`src/sv/nfsp_pkg.sv`:
```
`timescale 1ns / 1ps
// Shared constants and types for the next-fit slot pool with aging.
// Used by nfsp_cell and the top level; depends on nothing else.
package nfsp_pkg;

    localparam int SLOTS       = 64;
    localparam int IDX_W       = $clog2(SLOTS);
    localparam int OUT_IDX_W   = 6;
    localparam int LIFE_W      = 16;
    localparam int RATE_W      = 16;
    localparam int TIME_W      = 16;
    localparam int PROD_W      = RATE_W + TIME_W;
    localparam int DEC_SHIFT   = 8;
    localparam int DEC_W       = PROD_W - DEC_SHIFT;

    localparam logic [LIFE_W-1:0] LIFE_FULL   = '1;
    localparam logic [RATE_W-1:0] DECAY_RESET = RATE_W'(256);

    localparam logic REQ_ALLOC = 1'b0;
    localparam logic REQ_TICK  = 1'b1;

    // Per-cycle command broadcast to every cell
    typedef struct packed {
        logic              alloc_en;
        logic              tick_en;
        logic [DEC_W-1:0]  dec;
    } cell_ctl_t;

endpackage

```
`src/sv/nfsp_cell.sv`:
```
`timescale 1ns / 1ps
// One slot of the pool: holds its life value, ages it on a tick and takes
// part in the two-pass free-slot search chain. Depends on nfsp_pkg.
module nfsp_cell (
    input  logic                 clk,
    input  logic                 rst_n,
    input  nfsp_pkg::cell_ctl_t  ctl,
    input  logic                 grant,
    input  logic                 ge_start,
    input  logic                 found_a_in,
    input  logic                 found_b_in,
    output logic                 found_a_out,
    output logic                 found_b_out,
    output logic                 hit_a,
    output logic                 hit_b
);

    logic [nfsp_pkg::LIFE_W-1:0] life_reg;
    logic [nfsp_pkg::LIFE_W-1:0] life_next;
    logic                        free;
    logic                        above_dec;

    assign free = (life_reg == '0);

    // Pass A covers slots at or after the start index, pass B the ones below it
    assign hit_a       = free & ge_start & ~found_a_in;
    assign found_a_out = found_a_in | (free & ge_start);
    assign hit_b       = free & ~ge_start & ~found_b_in;
    assign found_b_out = found_b_in | (free & ~ge_start);

    assign above_dec = (nfsp_pkg::DEC_W'(life_reg) > ctl.dec);

    always_comb
    begin
        life_next = life_reg;
        if (ctl.alloc_en && grant)
        begin
            life_next = nfsp_pkg::LIFE_FULL;
        end
        else if (ctl.tick_en)
        begin
            // Saturate at zero; when above, the decrement fits in LIFE_W bits
            life_next = above_dec ? (life_reg - ctl.dec[nfsp_pkg::LIFE_W-1:0]) : '0;
        end
    end

    always_ff @(posedge clk or negedge rst_n)
    begin
        if (!rst_n)
        begin
            life_reg <= '0;
        end
        else
        begin
            life_reg <= life_next;
        end
    end

endmodule

```
`config.mk`:
```
export PLATFORM = sky130hd
export DESIGN_NAME = nfsp_cell
export DESIGN_NICKNAME = d
export VERILOG_FILES = /design/src/sv/nfsp_pkg.sv /design/src/sv/nfsp_cell.sv
export SDC_FILE = /design/constraint.sdc
export NUM_CORES = 1
export LEC_CHECK = 0
export BUFFER_PORTS_ARGS = -buffer_cell sky130_fd_sc_hd__buf_2
export CAP_MARGIN = 15
export CELL_PAD_IN_SITES_DETAIL_PLACEMENT = 1
export CELL_PAD_IN_SITES_GLOBAL_PLACEMENT = 2
export CORE_MARGIN = 4
export CORE_UTILIZATION = 30
export CTS_CLUSTER_SIZE = 28
export DETAILED_ROUTE_END_ITERATION = 10
export GPL_TIMING_DRIVEN = 0
export PLACE_DENSITY_LB_ADDON = 0.1
export SLEW_MARGIN = 25
export SYNTH_ARGS = -nofsm -noshare
export SYNTH_HDL_FRONTEND = slang
export SYNTH_SLANG_ARGS = --single-unit
export TNS_END_PERCENT = 100
```
`constraint.sdc`:
```
create_clock -name clk -period 5.4 [get_ports clk]
set_input_delay 0.81 -clock clk [delete_from_list [all_inputs] [get_ports clk]]
set_output_delay 0.81 -clock clk [all_outputs]
set_load 0.05 [all_outputs]
```
==> results.md, run 1 <==
- Run status: finished, final reports clean
- Fillers: 625
- HPWL after detailed placement: 3680 um
- Design Power: 0.425 mW
- M3 GR Usage: 3.05%
- Area post-placement: 1810 um^2
- # Post-CTS Setup Buffers: 0
- Critical path launch point type: input pin
- Number of design rule violations left after detail routing: 0
- Via-per-instance ratio: 5.18
- RSZ-0062 raised after global routing: no
- Maximum fanout along the worst path: 10
- First-pass GRT wire length: 7470 um
- Worst Setup Slack, final: 2.40 ns
- Endpoint required time on the critical path: 5.56 ns
- Port buffer count: 34
- Unique masters post-synth: 41
- Clock sink count: 16
- Height of the chip: 80.0 um
- Proportion of layout cells with a drive suffix above 1: 25.1%
- Vias after detailed routing: 1,481
- Maximum number of pins on one net before global-route repair: 17
- Period utilization: 55.5%
- Antenna violations before repair: 0
- Setup Crit Path Kind: input pin to flop
- Leftover overflow at the end of global routing: 0
- Post-route clock skew: 0.0115 ns
- Placement-stage worst setup slack: 2.13 ns
- Layer with the highest usage after global routing: met2
- Arrival time at the worst endpoint: 3.16 ns
- First-pass detailed-route iteration total: 4
- Netlist area before placement: 1560 um^2
- Finished layout cell area: 1870 um^2
- Via count of the first global-routing pass: 1,548
- Synthesized netlist cell count: 181
- Proportion of register bits with asynchronous set or reset after synthesis: 100%
- Flip-flop count of the largest register, all copies and words added: 16
- GR Util met1: 18.4%
- Routability-driven placement congestion ratio: 0.804
- Syn_area_per_cell: 8.60 um^2
- Seq/Total Area, Yosys: 25.7%
- Highest clock rate: 333 MHz
- Count of antenna-violating nets left after detailed routing: 0
- Power per standard cell area: 228 nW/um^2
- Die width: 80.0 um
- Time the worst path needs with I/O delays and setup: 3.00 ns
- Critical Path End Type: flop
- GRT Util Overall: 14.9%
- I/O pin count: 36
- Iteration-0 DRC Markers: 48
- Clock root buffer: sky130_fd_sc_hd__clkbuf_8
- P&R area growth vs syn: 19.9%
- Most common cell after layout, fill and taps aside: sky130_fd_sc_hd__buf_2
- Most common flop cell mapped by yosys: sky130_fd_sc_hd__dfrtp_1
- Clock tree from TritonCTS: built
- Clock buffer depth: 2
- Warnings from Yosys: 0
- Final Non-Filler Cells: 286
- Largest vdd supply drop: 97.8 uV
- Number of pins with negative max-slew slack in the final report: 0
- Clock Pin Slew Worst Setup and Hold Paths: 0.08 ns
- Number of buffers inserted during clock tree synthesis: 3
- Die outline area: 6400 um^2
- Post-Place Cells: 282
- Cells resized by post-CTS repair: 0
- Fin util: 38.2%
- Yosys reg bits: 16
- Measured slew at the worst slew-check pin: 0.572 ns
- Static leakage: 0.918 nW
- Max_cap viols: 0
- Syn_nets: 230
- Min-Delay Path Class: input pin to async pin
- Clock insertion delay at the later pin of the skew report: 0.26 ns
- TNS Setup: 0 ns
- Endpoints failing hold: 0
- Std-Cell Rows: 25
- Post-synth EDFFs: 0
- Met2 Use GR: 26.2%
- Final #Nets: 269
- Final-layout worst hold slack: 0.469 ns
- Most frequent cells in the layout: sky130_fd_sc_hd__buf_2, sky130_fd_sc_hd__inv_1, sky130_fd_sc_hd__ha_1, sky130_fd_sc_hd__dfrtp_1, sky130_fd_sc_hd__a21oi_1
- Total of hold buffers inserted after clock tree synthesis: 0
- Diodes inserted: 0
- Routed wire length per instance: 16.0 um
- Relative slew slack: 61.9%
- Starting Density: 31.9%
- Level count of the clock H-tree: 1
- Core Region: 4880 um^2
- Final setup viols: 0
- DRT Wirelength: 4560 um
==> cell usage after synthesis (all sizes together) (2+ instances only) <==
master  count  area share [%]
inv        30             7.2
dfrtp      16              26
ha         16              13
o221ai     13             8.1
a21oi      12             3.9
nand2b      8             3.2
o21ai       8             2.6
nand2       7             1.7
a21o        6             3.1
nor4        6             2.4
xnor2       6             3.4
clkbuf      5             1.3
nand4       5             2.0
nor3        5             1.6
xor2        5             2.8
nor2        4            0.96
or2         4             1.6
o311ai      3             1.7
and3        2            0.88
buf         2            0.96
o21a        2            0.96
o21bai      2            0.96
==> layer usage <==
metal / vias to the layer above / part of all wire, %
li1: 735 / -
met5: - / 0
met3: 10 / 4.3
met4: 0 / 1.4
met2: 36 / 49
met1: 700 / 45
==> critical path, cell delays in order <==
cell and delay (ns):
sky130_fd_sc_hd__buf_2 0.10, sky130_fd_sc_hd__ha_1 0.20, sky130_fd_sc_hd__fa_1 0.41, sky130_fd_sc_hd__and2b_1 0.25, sky130_fd_sc_hd__o31a_4 0.15, sky130_fd_sc_hd__a221oi_2 0.09
sky130_fd_sc_hd__o211ai_2 0.25, sky130_fd_sc_hd__nand4_1 0.15, sky130_fd_sc_hd__a211o_4 0.40, sky130_fd_sc_hd__buf_6 0.17, sky130_fd_sc_hd__o221ai_1 0.17
==> kinds of logic after synthesis <==
logic type	Yosys count	synth area share (%)
AO/OA/AOI/OAI	55	28.1
XOR/XNOR	11	6.19
adder cells (fa/ha/maj)	17	14.1
buffers and inverters	37	9.48
flip-flops	16	25.7
AND/OR/NAND/NOR	45	16.4
==> power breakdown <==
part	internal, mW	switching [mW]	leakage [nW]
logic	0.0762	0.0971	0.695
clock network	0.0648	0.0461	0.0288
registers	0.131	0.0100	0.194
total	0.272	0.153	0.918
==> layout make-up <==
type                            count  area [um^2]  area share (%)
Multi-Input combinational cell    128         1010            54.1
Sequential cell                    16          400            21.5
Inverter                           30          113            6.04
Timing Repair Buffer               34          170            9.12
Clock buffer                        4         55.1            2.95
Tap cell                           67         83.8            4.49
Buffer                              7         35.0            1.88
==> final timing paths <==
kind | slack, ns | start | cells after the start | end
max | 2.40 | ctl[0] | 11 | life_reg[5]$_DFFE_PN0P_
min | 0.47 | rst_n | 1 | life_reg[11]$_DFFE_PN0P_
max reg2reg | 2.67 | life_reg[0]$_DFFE_PN0P_ | 11 | life_reg[5]$_DFFE_PN0P_
min reg2reg | 0.58 | life_reg[9]$_DFFE_PN0P_ | 2 | life_reg[9]$_DFFE_PN0P_
max in group asynchronous | 4.63 | rst_n | 1 | life_reg[1]$_DFFE_PN0P_
min in group clk | 0.58 | life_reg[9]$_DFFE_PN0P_ | 2 | life_reg[9]$_DFFE_PN0P_
Power figures use the tool's default switching activity.
==> inputs of run 2 (changes only) <==
CORE_UTILIZATION = 29   (was 30)
clock period = 2.7 ns   (was 5.4 ns; I/O delays follow)
==> results.md, run 2 (synthesis results as in run 1) <==
- Run status: finished, final reports clean
- RSZ-0062 raised after global routing: yes
- Vias after detailed routing: 1,510 (+2.0%)
- Number of design rule violations left after detail routing: 0 (unchanged)
- GRT Util Overall: 14.8% (-0.033 points)
- Finished layout cell area: 2010 um^2 (+7.6%)
- Maximum number of pins on one net before global-route repair: 17 (unchanged)
- Clock Pin Slew Worst Setup and Hold Paths: 0.08 ns (about the same)
- Die width: 81.3 um (+1.5%)
- Worst Setup Slack, final: 0.0696 ns (-2.33 ns)
- Final #Nets: 276 (+2.6%)
- Period utilization: 97.4%
- Gate power share: 43.1% (+2.3 points)
- Post-Place Cells: 285 (+1.1%)
- Time the worst path needs with I/O delays and setup: 2.63 ns
- Clock tree from TritonCTS: built
- Final Non-Filler Cells: 296 (+3.5%)
- First-pass detailed-route iteration total: 4 (unchanged)
- Count of antenna-violating nets left after detailed routing: 0 (unchanged)
- Most frequent cells in the layout: sky130_fd_sc_hd__buf_2, sky130_fd_sc_hd__inv_1, sky130_fd_sc_hd__dfrtp_1
- Max_cap viols: 0 (unchanged)
- P&R area growth vs syn: 29.0%
- Placement-stage worst setup slack: -0.231 ns (-2.36 ns)
- Post-route clock skew: 0.0129 ns (+0.00143 ns)
- Clock root buffer: sky130_fd_sc_hd__clkbuf_8
- Starting Density: 30.3% (-1.6 points)
- Endpoint required time on the critical path: 2.87 ns (-2.69 ns)
- Max incr delay on CP: 0.42 ns (about the same)
- Height of the chip: 81.3 um (+1.5%)
- Level count of the clock H-tree: 1 (unchanged)
- Number of buffers inserted during clock tree synthesis: 3 (unchanged)
- First-pass GRT wire length: 7570 um (+1.4%)
- Core Region: 5140 um^2 (+5.3%)
- Clock sink count: 16 (unchanged)
- Switching portion of total power: 36.9% (+0.84 points)
- Via count of the first global-routing pass: 1,573 (+1.6%)
- Most common cell after layout, fill and taps aside: sky130_fd_sc_hd__buf_2
- Die outline area: 6600 um^2 (+3.1%)
- Setup Crit Path Kind: flop to flop
- Internal cell power: 0.565 mW (+110%)
- Via-per-instance ratio: 5.10 (-1.5%)
- Area post-placement: 1810 um^2 (+0.21%)
- Sequential power share: 31.4% (-1.7 points)
- I/O pin count: 36 (unchanged)
- Routability-driven placement congestion ratio: 0.836 (+3.9%)
- TNS Setup: 0 ns (unchanged)
- HPWL after detailed placement: 3810 um (+3.3%)
- Highest clock rate: 380 MHz
- Critical path launch point type: flop
- Diodes inserted: 0 (unchanged)
- Min-Delay Path Class: input pin to async pin
- Clock power frac: 25.5% (-0.6 points)
- Clock insertion delay at the later pin of the skew report: 0.26 ns (about the same)
- Iteration-0 DRC Markers: 24 (-50%)
- Measured slew at the worst slew-check pin: 0.719 ns (+0.147 ns)
- Clock buffer depth: 2 (unchanged)
- Routed wire length per instance: 16.6 um (+3.9%)
- Maximum fanout along the worst path: 8 (-2)
- Static leakage: 0.968 nW (+5.4%)
- Endpoints failing hold: 0 (unchanged)
- Number of pins with negative max-slew slack in the final report: 0 (unchanged)
- Final setup viols: 0 (unchanged)
- Fin util: 39.1% (+0.84 points)
- DRT Wirelength: 4910 um (+7.5%)
- Port buffer count: 34 (unchanged)
- Library cell contributing the largest single delay on the critical path: sky130_fd_sc_hd__a211o_4
- Power per standard cell area: 446 nW/um^2 (+96%)
- Leftover overflow at the end of global routing: 0 (unchanged)
- Relative slew slack: 52.1% (-9.8 points)
- Arrival time at the worst endpoint: 2.80 ns (-0.36 ns)
- Crit path cell chain: inv_2, ha_4, fa_2, and2b_1, o31a_4, a221oi_4, o211ai_2, nand4_1, a211o_4, clkbuf_16, o221ai_2
- Flip-flop count of the largest register, all copies and words added: 16 (unchanged)
- Critical Path End Type: flop
- Fillers: 657 (+5.1%)
- Antenna violations before repair: 0 (unchanged)
- Proportion of layout cells with a drive suffix above 1: 31.0% (+5.9 points)
- Total net switching power: 0.331 mW (+120%)
- Std-Cell Rows: 26 (+4.0%)
- Largest vdd supply drop: 216 uV (+120%)
## run 2: critical path: cells and delay by family (launching register included)
family	cells	cell delay, ns
AO/OA/AOI/OAI	5	1.03
adder cells (fa/ha/maj)	2	0.50
AND/OR/NAND/NOR	2	0.39
flip-flops	1	0.37
buffers and inverters	2	0.25
## run 2: power by group through the flow
stage               registers, mW  clock network (mW)  logic [mW]
floorplan                   0.279                   0       0.257
global placement            0.286                   0       0.340
detailed placement          0.286                   0       0.351
CTS                         0.282               0.233       0.364
global route                0.285               0.245       0.432
finish                      0.282               0.228       0.386
## run 2: layout make-up
cell class / instances / area (um^2) / area share [%]
Tap cell: 70 / 87.6 / 4.36
Multi-Input combinational cell: 128 / 1070 / 53.2
Inverter: 30 / 113 / 5.61
Timing Repair Buffer: 41 / 240 / 12.0
Sequential cell: 16 / 400 / 19.9
Clock buffer: 4 / 55.1 / 2.74
Buffer: 7 / 43.8 / 2.18
## run 2: worst paths after layout
path,startpoint,end,slack (ns),cells past startpoint
worst max-delay path,life_reg[0]$_DFFE_PN0P_,life_reg[1]$_DFFE_PN0P_,0.07,11
worst min-delay path,rst_n,life_reg[11]$_DFFE_PN0P_,0.06,1
worst max register to register,life_reg[0]$_DFFE_PN0P_,life_reg[1]$_DFFE_PN0P_,0.07,11
worst min register to register,life_reg[4]$_DFFE_PN0P_,life_reg[4]$_DFFE_PN0P_,0.56,2
max in group asynchronous,rst_n,life_reg[0]$_DFFE_PN0P_,2.32,1
min in group clk,ctl[0],life_reg[0]$_DFFE_PN0P_,0.51,3
## run 2: per-layer routing
metal / GRT usage, % / vias up / share of wire [%]
met5: 0 / - / 0
met4: 1.52 / 0 / 0.24
met3: 2.33 / 2 / 3.2
met2: 27.4 / 22 / 53
met1: 18.5 / 730 / 43
li1: - / 756 / -
## run 2: what timing repair did
action | 4_1_cts | 5_1_grt
pin swaps | 2 | 5
hold buffers | 0 | 0
gates cloned | 0 | 1
gates resized for setup | 2 | 11
setup endpoints to repair | 13 | 13
setup buffers | 2 | 4
## run 2: stage by stage
step | hold slack, ns | power, mW
final | 0.0647 | 0.896
after global routing | 0.0991 | 0.962
after CTS | 0.0772 | 0.880
after detailed placement | 0.362 | 0.637
after global placement | 0.352 | 0.626
after floorplan | 0.109 | 0.536
==> inputs of run 3 (changes only) <==
ABC_AREA = 1   (was default)
CORE_UTILIZATION = 26   (was 29)
==> results.md, run 3 <==
- Via-per-instance ratio: 4.31 (-16%)
- Critical path launch point type: flop
- Power per standard cell area: 399 nW/um^2 (-11%)
- Leftover overflow at the end of global routing: 0 (unchanged)
- Finished layout cell area: 2220 um^2 (+11%)
- Antenna violations before repair: 0 (unchanged)
- I/O pin count: 36 (unchanged)
- GRT Util Overall: 13.9% (-0.94 points)
- Most common flop cell mapped by yosys: sky130_fd_sc_hd__dfrtp_1
- Switching portion of total power: 42.3% (+5.4 points)
- Post-synthesis adder-cell area fraction: 11.7% (-2.5 points)
- Cell type contributing the most total cell area after synthesis: sky130_fd_sc_hd__dfrtp_1
- Endpoint required time on the critical path: 2.30 ns (-0.57 ns)
- Max incr delay on CP: 0.55 ns (+0.13 ns)
- Final #Nets: 397 (+44%)
- Time the worst path needs with I/O delays and setup: 2.50 ns (-0.127 ns)
- Relative slew slack: 60.8% (+8.8 points)
- Die outline area: 8680 um^2 (+32%)
- Internal cell power: 0.512 mW (-9.5%)
- Worst Setup Slack, final: 0.197 ns (+0.127 ns)
- Netlist area before placement: 1890 um^2 (+21%)
- Fillers: 954 (+45%)
- Final Non-Filler Cells: 442 (+49%)
- RSZ-0062 raised after global routing: no
- HPWL after detailed placement: 5020 um (+32%)
- Mux contribution to synthesized area: 0% (unchanged)
- P&R area growth vs syn: 17.8%
- Number of pins with negative max-slew slack in the final report: 0 (unchanged)
- Clock insertion delay at the later pin of the skew report: 0.25 ns (about the same)
- Total net switching power: 0.375 mW (+13%)
- Gate power share: 47.1% (+4.0 points)
- Diodes inserted: 0 (unchanged)
- Warnings from Yosys: 0 (unchanged)
- Clock root buffer: sky130_fd_sc_hd__clkbuf_8
- Complex-gate fraction of the synthesized area: 12.0% (-16 points)
- Measured slew at the worst slew-check pin: 0.582 ns (-0.137 ns)
- Share of the synthesized area in the top cell type: 21.2% (-4.5 points)
- Most frequent cells in the layout: sky130_fd_sc_hd__nand2_1, sky130_fd_sc_hd__inv_1, sky130_fd_sc_hd__buf_2
- # Post-CTS Setup Buffers: 0 (-2)
- Critical Path End Type: output pin
- Clock buffer depth: 2 (unchanged)
- Arrival time at the worst endpoint: 2.10 ns (-0.70 ns)
- Most numerous cell types in the synthesized netlist: sky130_fd_sc_hd__nand2_1, sky130_fd_sc_hd__inv_1, sky130_fd_sc_hd__a21oi_1
- Iteration-0 DRC Markers: 51 (+110%)
- Min-Delay Path Class: input pin to async pin
- Syn_nets: 357 (+55%)
- Leading cell types by total area after synthesis: sky130_fd_sc_hd__dfrtp_1, sky130_fd_sc_hd__nand2_1, sky130_fd_sc_hd__inv_1
- Core Region: 6910 um^2 (+34%)
- Sequential power share: 31.8% (+0.4 points)
- Final setup viols: 0 (unchanged)
- Post-synth EDFFs: 0 (unchanged)
- Most common cell after layout, fill and taps aside: sky130_fd_sc_hd__nand2_1
- Instance count on the critical path: 5 (-6)
- TNS Setup: 0 ns (unchanged)
- Port buffer count: 35 (+2.9%)
- Highest clock rate: 399 MHz (+5.1%)
- Placement-stage worst setup slack: 0.435 ns (+0.666 ns)
- Total of hold buffers inserted after clock tree synthesis: 0 (unchanged)
- Main combinational cell family by area after synthesis: simple AND/OR/NAND/NOR gates
- Syn_area_per_cell: 6.13 um^2 (-29%)
- Proportion of register bits with asynchronous set or reset after synthesis: 100% (unchanged)
- Cells resized by post-CTS repair: 0 (-2)
- Count of antenna-violating nets left after detailed routing: 0 (unchanged)
- First-pass GRT wire length: 9600 um (+27%)
- Clock tree from TritonCTS: built
- Area post-placement: 2180 um^2 (+20%)
- Most frequent cell after synthesis: sky130_fd_sc_hd__nand2_1
- Routed wire length per instance: 13.2 um (-20%)
- Std-Cell Rows: 30 (+15%)
- Seq/Total Area, Yosys: 21.2% (-4.5 points)
- Clock sink count: 16 (unchanged)
- Setup Crit Path Kind: flop to output pin
- Library cell contributing the largest single delay on the critical path: sky130_fd_sc_hd__nor4_1
- Number of design rule violations left after detail routing: 0 (unchanged)
- Post-Place Cells: 439 (+54%)
- Clock Pin Slew Worst Setup and Hold Paths: 0.07 ns (about the same)
- Unique masters post-synth: 27 (-34%)
- Cell family with most CP delay: simple AND/OR/NAND/NOR gates
- Endpoints failing hold: 0 (unchanged)
- Routability-driven placement congestion ratio: 0.723 (-13%)
- Simple logic cell fraction of the synthesized area: 36.9% (+21 points)
- Post-Synth XOR/XNOR Area: 3.25% (-2.9 points)
- Die width: 93.2 um (+15%)
- Clock power frac: 21.1% (-4.4 points)
- Vias after detailed routing: 1,904 (+26%)
- CP Buf/Inv Count: 1 (-1)
- Post-route clock skew: 0.00215 ns (-0.0107 ns)
- Flip-flop count of the largest register, all copies and words added: 16 (unchanged)
- Crit path cell chain: nor4_1, nor3b_1, nand2_1, nor2_1, buf_2
- Period utilization: 92.7% (-4.7 points)
- Height of the chip: 93.2 um (+15%)
- Starting Density: 27.3% (-3.0 points)
- Maximum number of pins on one net before global-route repair: 17 (unchanged)
- Proportion of layout cells with a drive suffix above 1: 18.2% (-13 points)
- DRT Wirelength: 5840 um (+19%)
- Number of buffers inserted during clock tree synthesis: 3 (unchanged)
- Max_cap viols: 0 (unchanged)
- First-pass detailed-route iteration total: 4 (unchanged)
- Yosys reg bits: 16 (unchanged)
- Run status: finished, final reports clean
- Number of cells traversed by the worst register-to-register path: 12 (+1)
- Static leakage: 1.31 nW (+35%)
- Level count of the clock H-tree: 1 (unchanged)
- Via count of the first global-routing pass: 1,932 (+23%)
- Maximum fanout along the worst path: 3 (-5)
- Synthesized netlist cell count: 308 (+70%)
- Largest vdd supply drop: 223 uV (+3.2%)
## run 3: routing by layer
| metal | routed length [um] | GRT usage [%] | up-vias |
|---|---|---|---|
| met2 | 2770 | 23.3 | 24 |
| met5 | 0 | 0 | - |
| met1 | 2880 | 19.4 | 857 |
| met4 | 25 | 1.47 | 0 |
| met3 | 168 | 2.25 | 2 |
| li1 | - | - | 1021 |
## run 3: path summary, 6_finish.rpt
kind	from	slack (ns)	to
min in group clk	ctl[0]	0.49	life_reg[0]$_DFFE_PN0P_
hold / removal	rst_n	0.07	life_reg[14]$_DFFE_PN0P_
hold reg to reg	life_reg[0]$_DFFE_PN0P_	0.50	life_reg[0]$_DFFE_PN0P_
setup / recovery	life_reg[5]$_DFFE_PN0P_	0.20	hit_b
setup reg to reg	life_reg[0]$_DFFE_PN0P_	0.59	life_reg[15]$_DFFE_PN0P_
max in group asynchronous	rst_n	2.33	life_reg[0]$_DFFE_PN0P_
## run 3: cells by family (layout without fill, tap and decap cells)
kind of cell | count (synthesis) | in the layout
DFF | 16 | 16
buffers and inverters | 72 | 110
and+or+nand+nor | 159 | 159
adders and majority gates | 17 | 17
AOI/OAI and AO/OA | 37 | 37
xor gates and xnor gates | 7 | 7
## run 3: final cells by class
cell class	count	area, um^2	area share [%]
multi-input combinational	220	1200	54.2
sequential	16	400	18.0
inverter	69	259	11.6
timing repair buffer	35	175	7.88
tap	96	120	5.40
clock buffer	3	41.3	1.86
buffer	3	22.5	1.01
## run 3: worst register-to-register path, cell delays in order (launching register included)
cell                      delay, ns
sky130_fd_sc_hd__dfrtp_1       0.35
sky130_fd_sc_hd__inv_1         0.06
sky130_fd_sc_hd__ha_1          0.21
sky130_fd_sc_hd__fa_1          0.41
sky130_fd_sc_hd__inv_1         0.10
sky130_fd_sc_hd__nand2_1       0.05
sky130_fd_sc_hd__nand2_1       0.14
sky130_fd_sc_hd__nand3_2       0.09
sky130_fd_sc_hd__nand2_2       0.11
sky130_fd_sc_hd__nand2_2       0.06
sky130_fd_sc_hd__a21oi_1       0.26
sky130_fd_sc_hd__nand3_1       0.14
sky130_fd_sc_hd__nand2_1       0.08
## run 3: stage by stage
stage | power, mW | util, % | hold slack, ns
2_1_floorplan | 0.585 | - | 0.109
3_3_place_gp | 0.706 | 31.6 | 0.364
3_5_place_dp | 0.710 | 31.6 | 0.363
4_1_cts | 0.905 | 32.2 | 0.0883
5_1_grt | 0.975 | 32.2 | 0.103
6_report | 0.887 | 32.2 | 0.0750
## run 3: power by group through the flow
stage / clock network, mW / logic [mW] / registers [mW]
2_1_floorplan: 0 / 0.307 / 0.279
3_3_place_gp: 0 / 0.419 / 0.287
3_5_place_dp: 0 / 0.422 / 0.288
4_1_cts: 0.196 / 0.426 / 0.283
5_1_grt: 0.211 / 0.478 / 0.286
6_report: 0.187 / 0.417 / 0.282
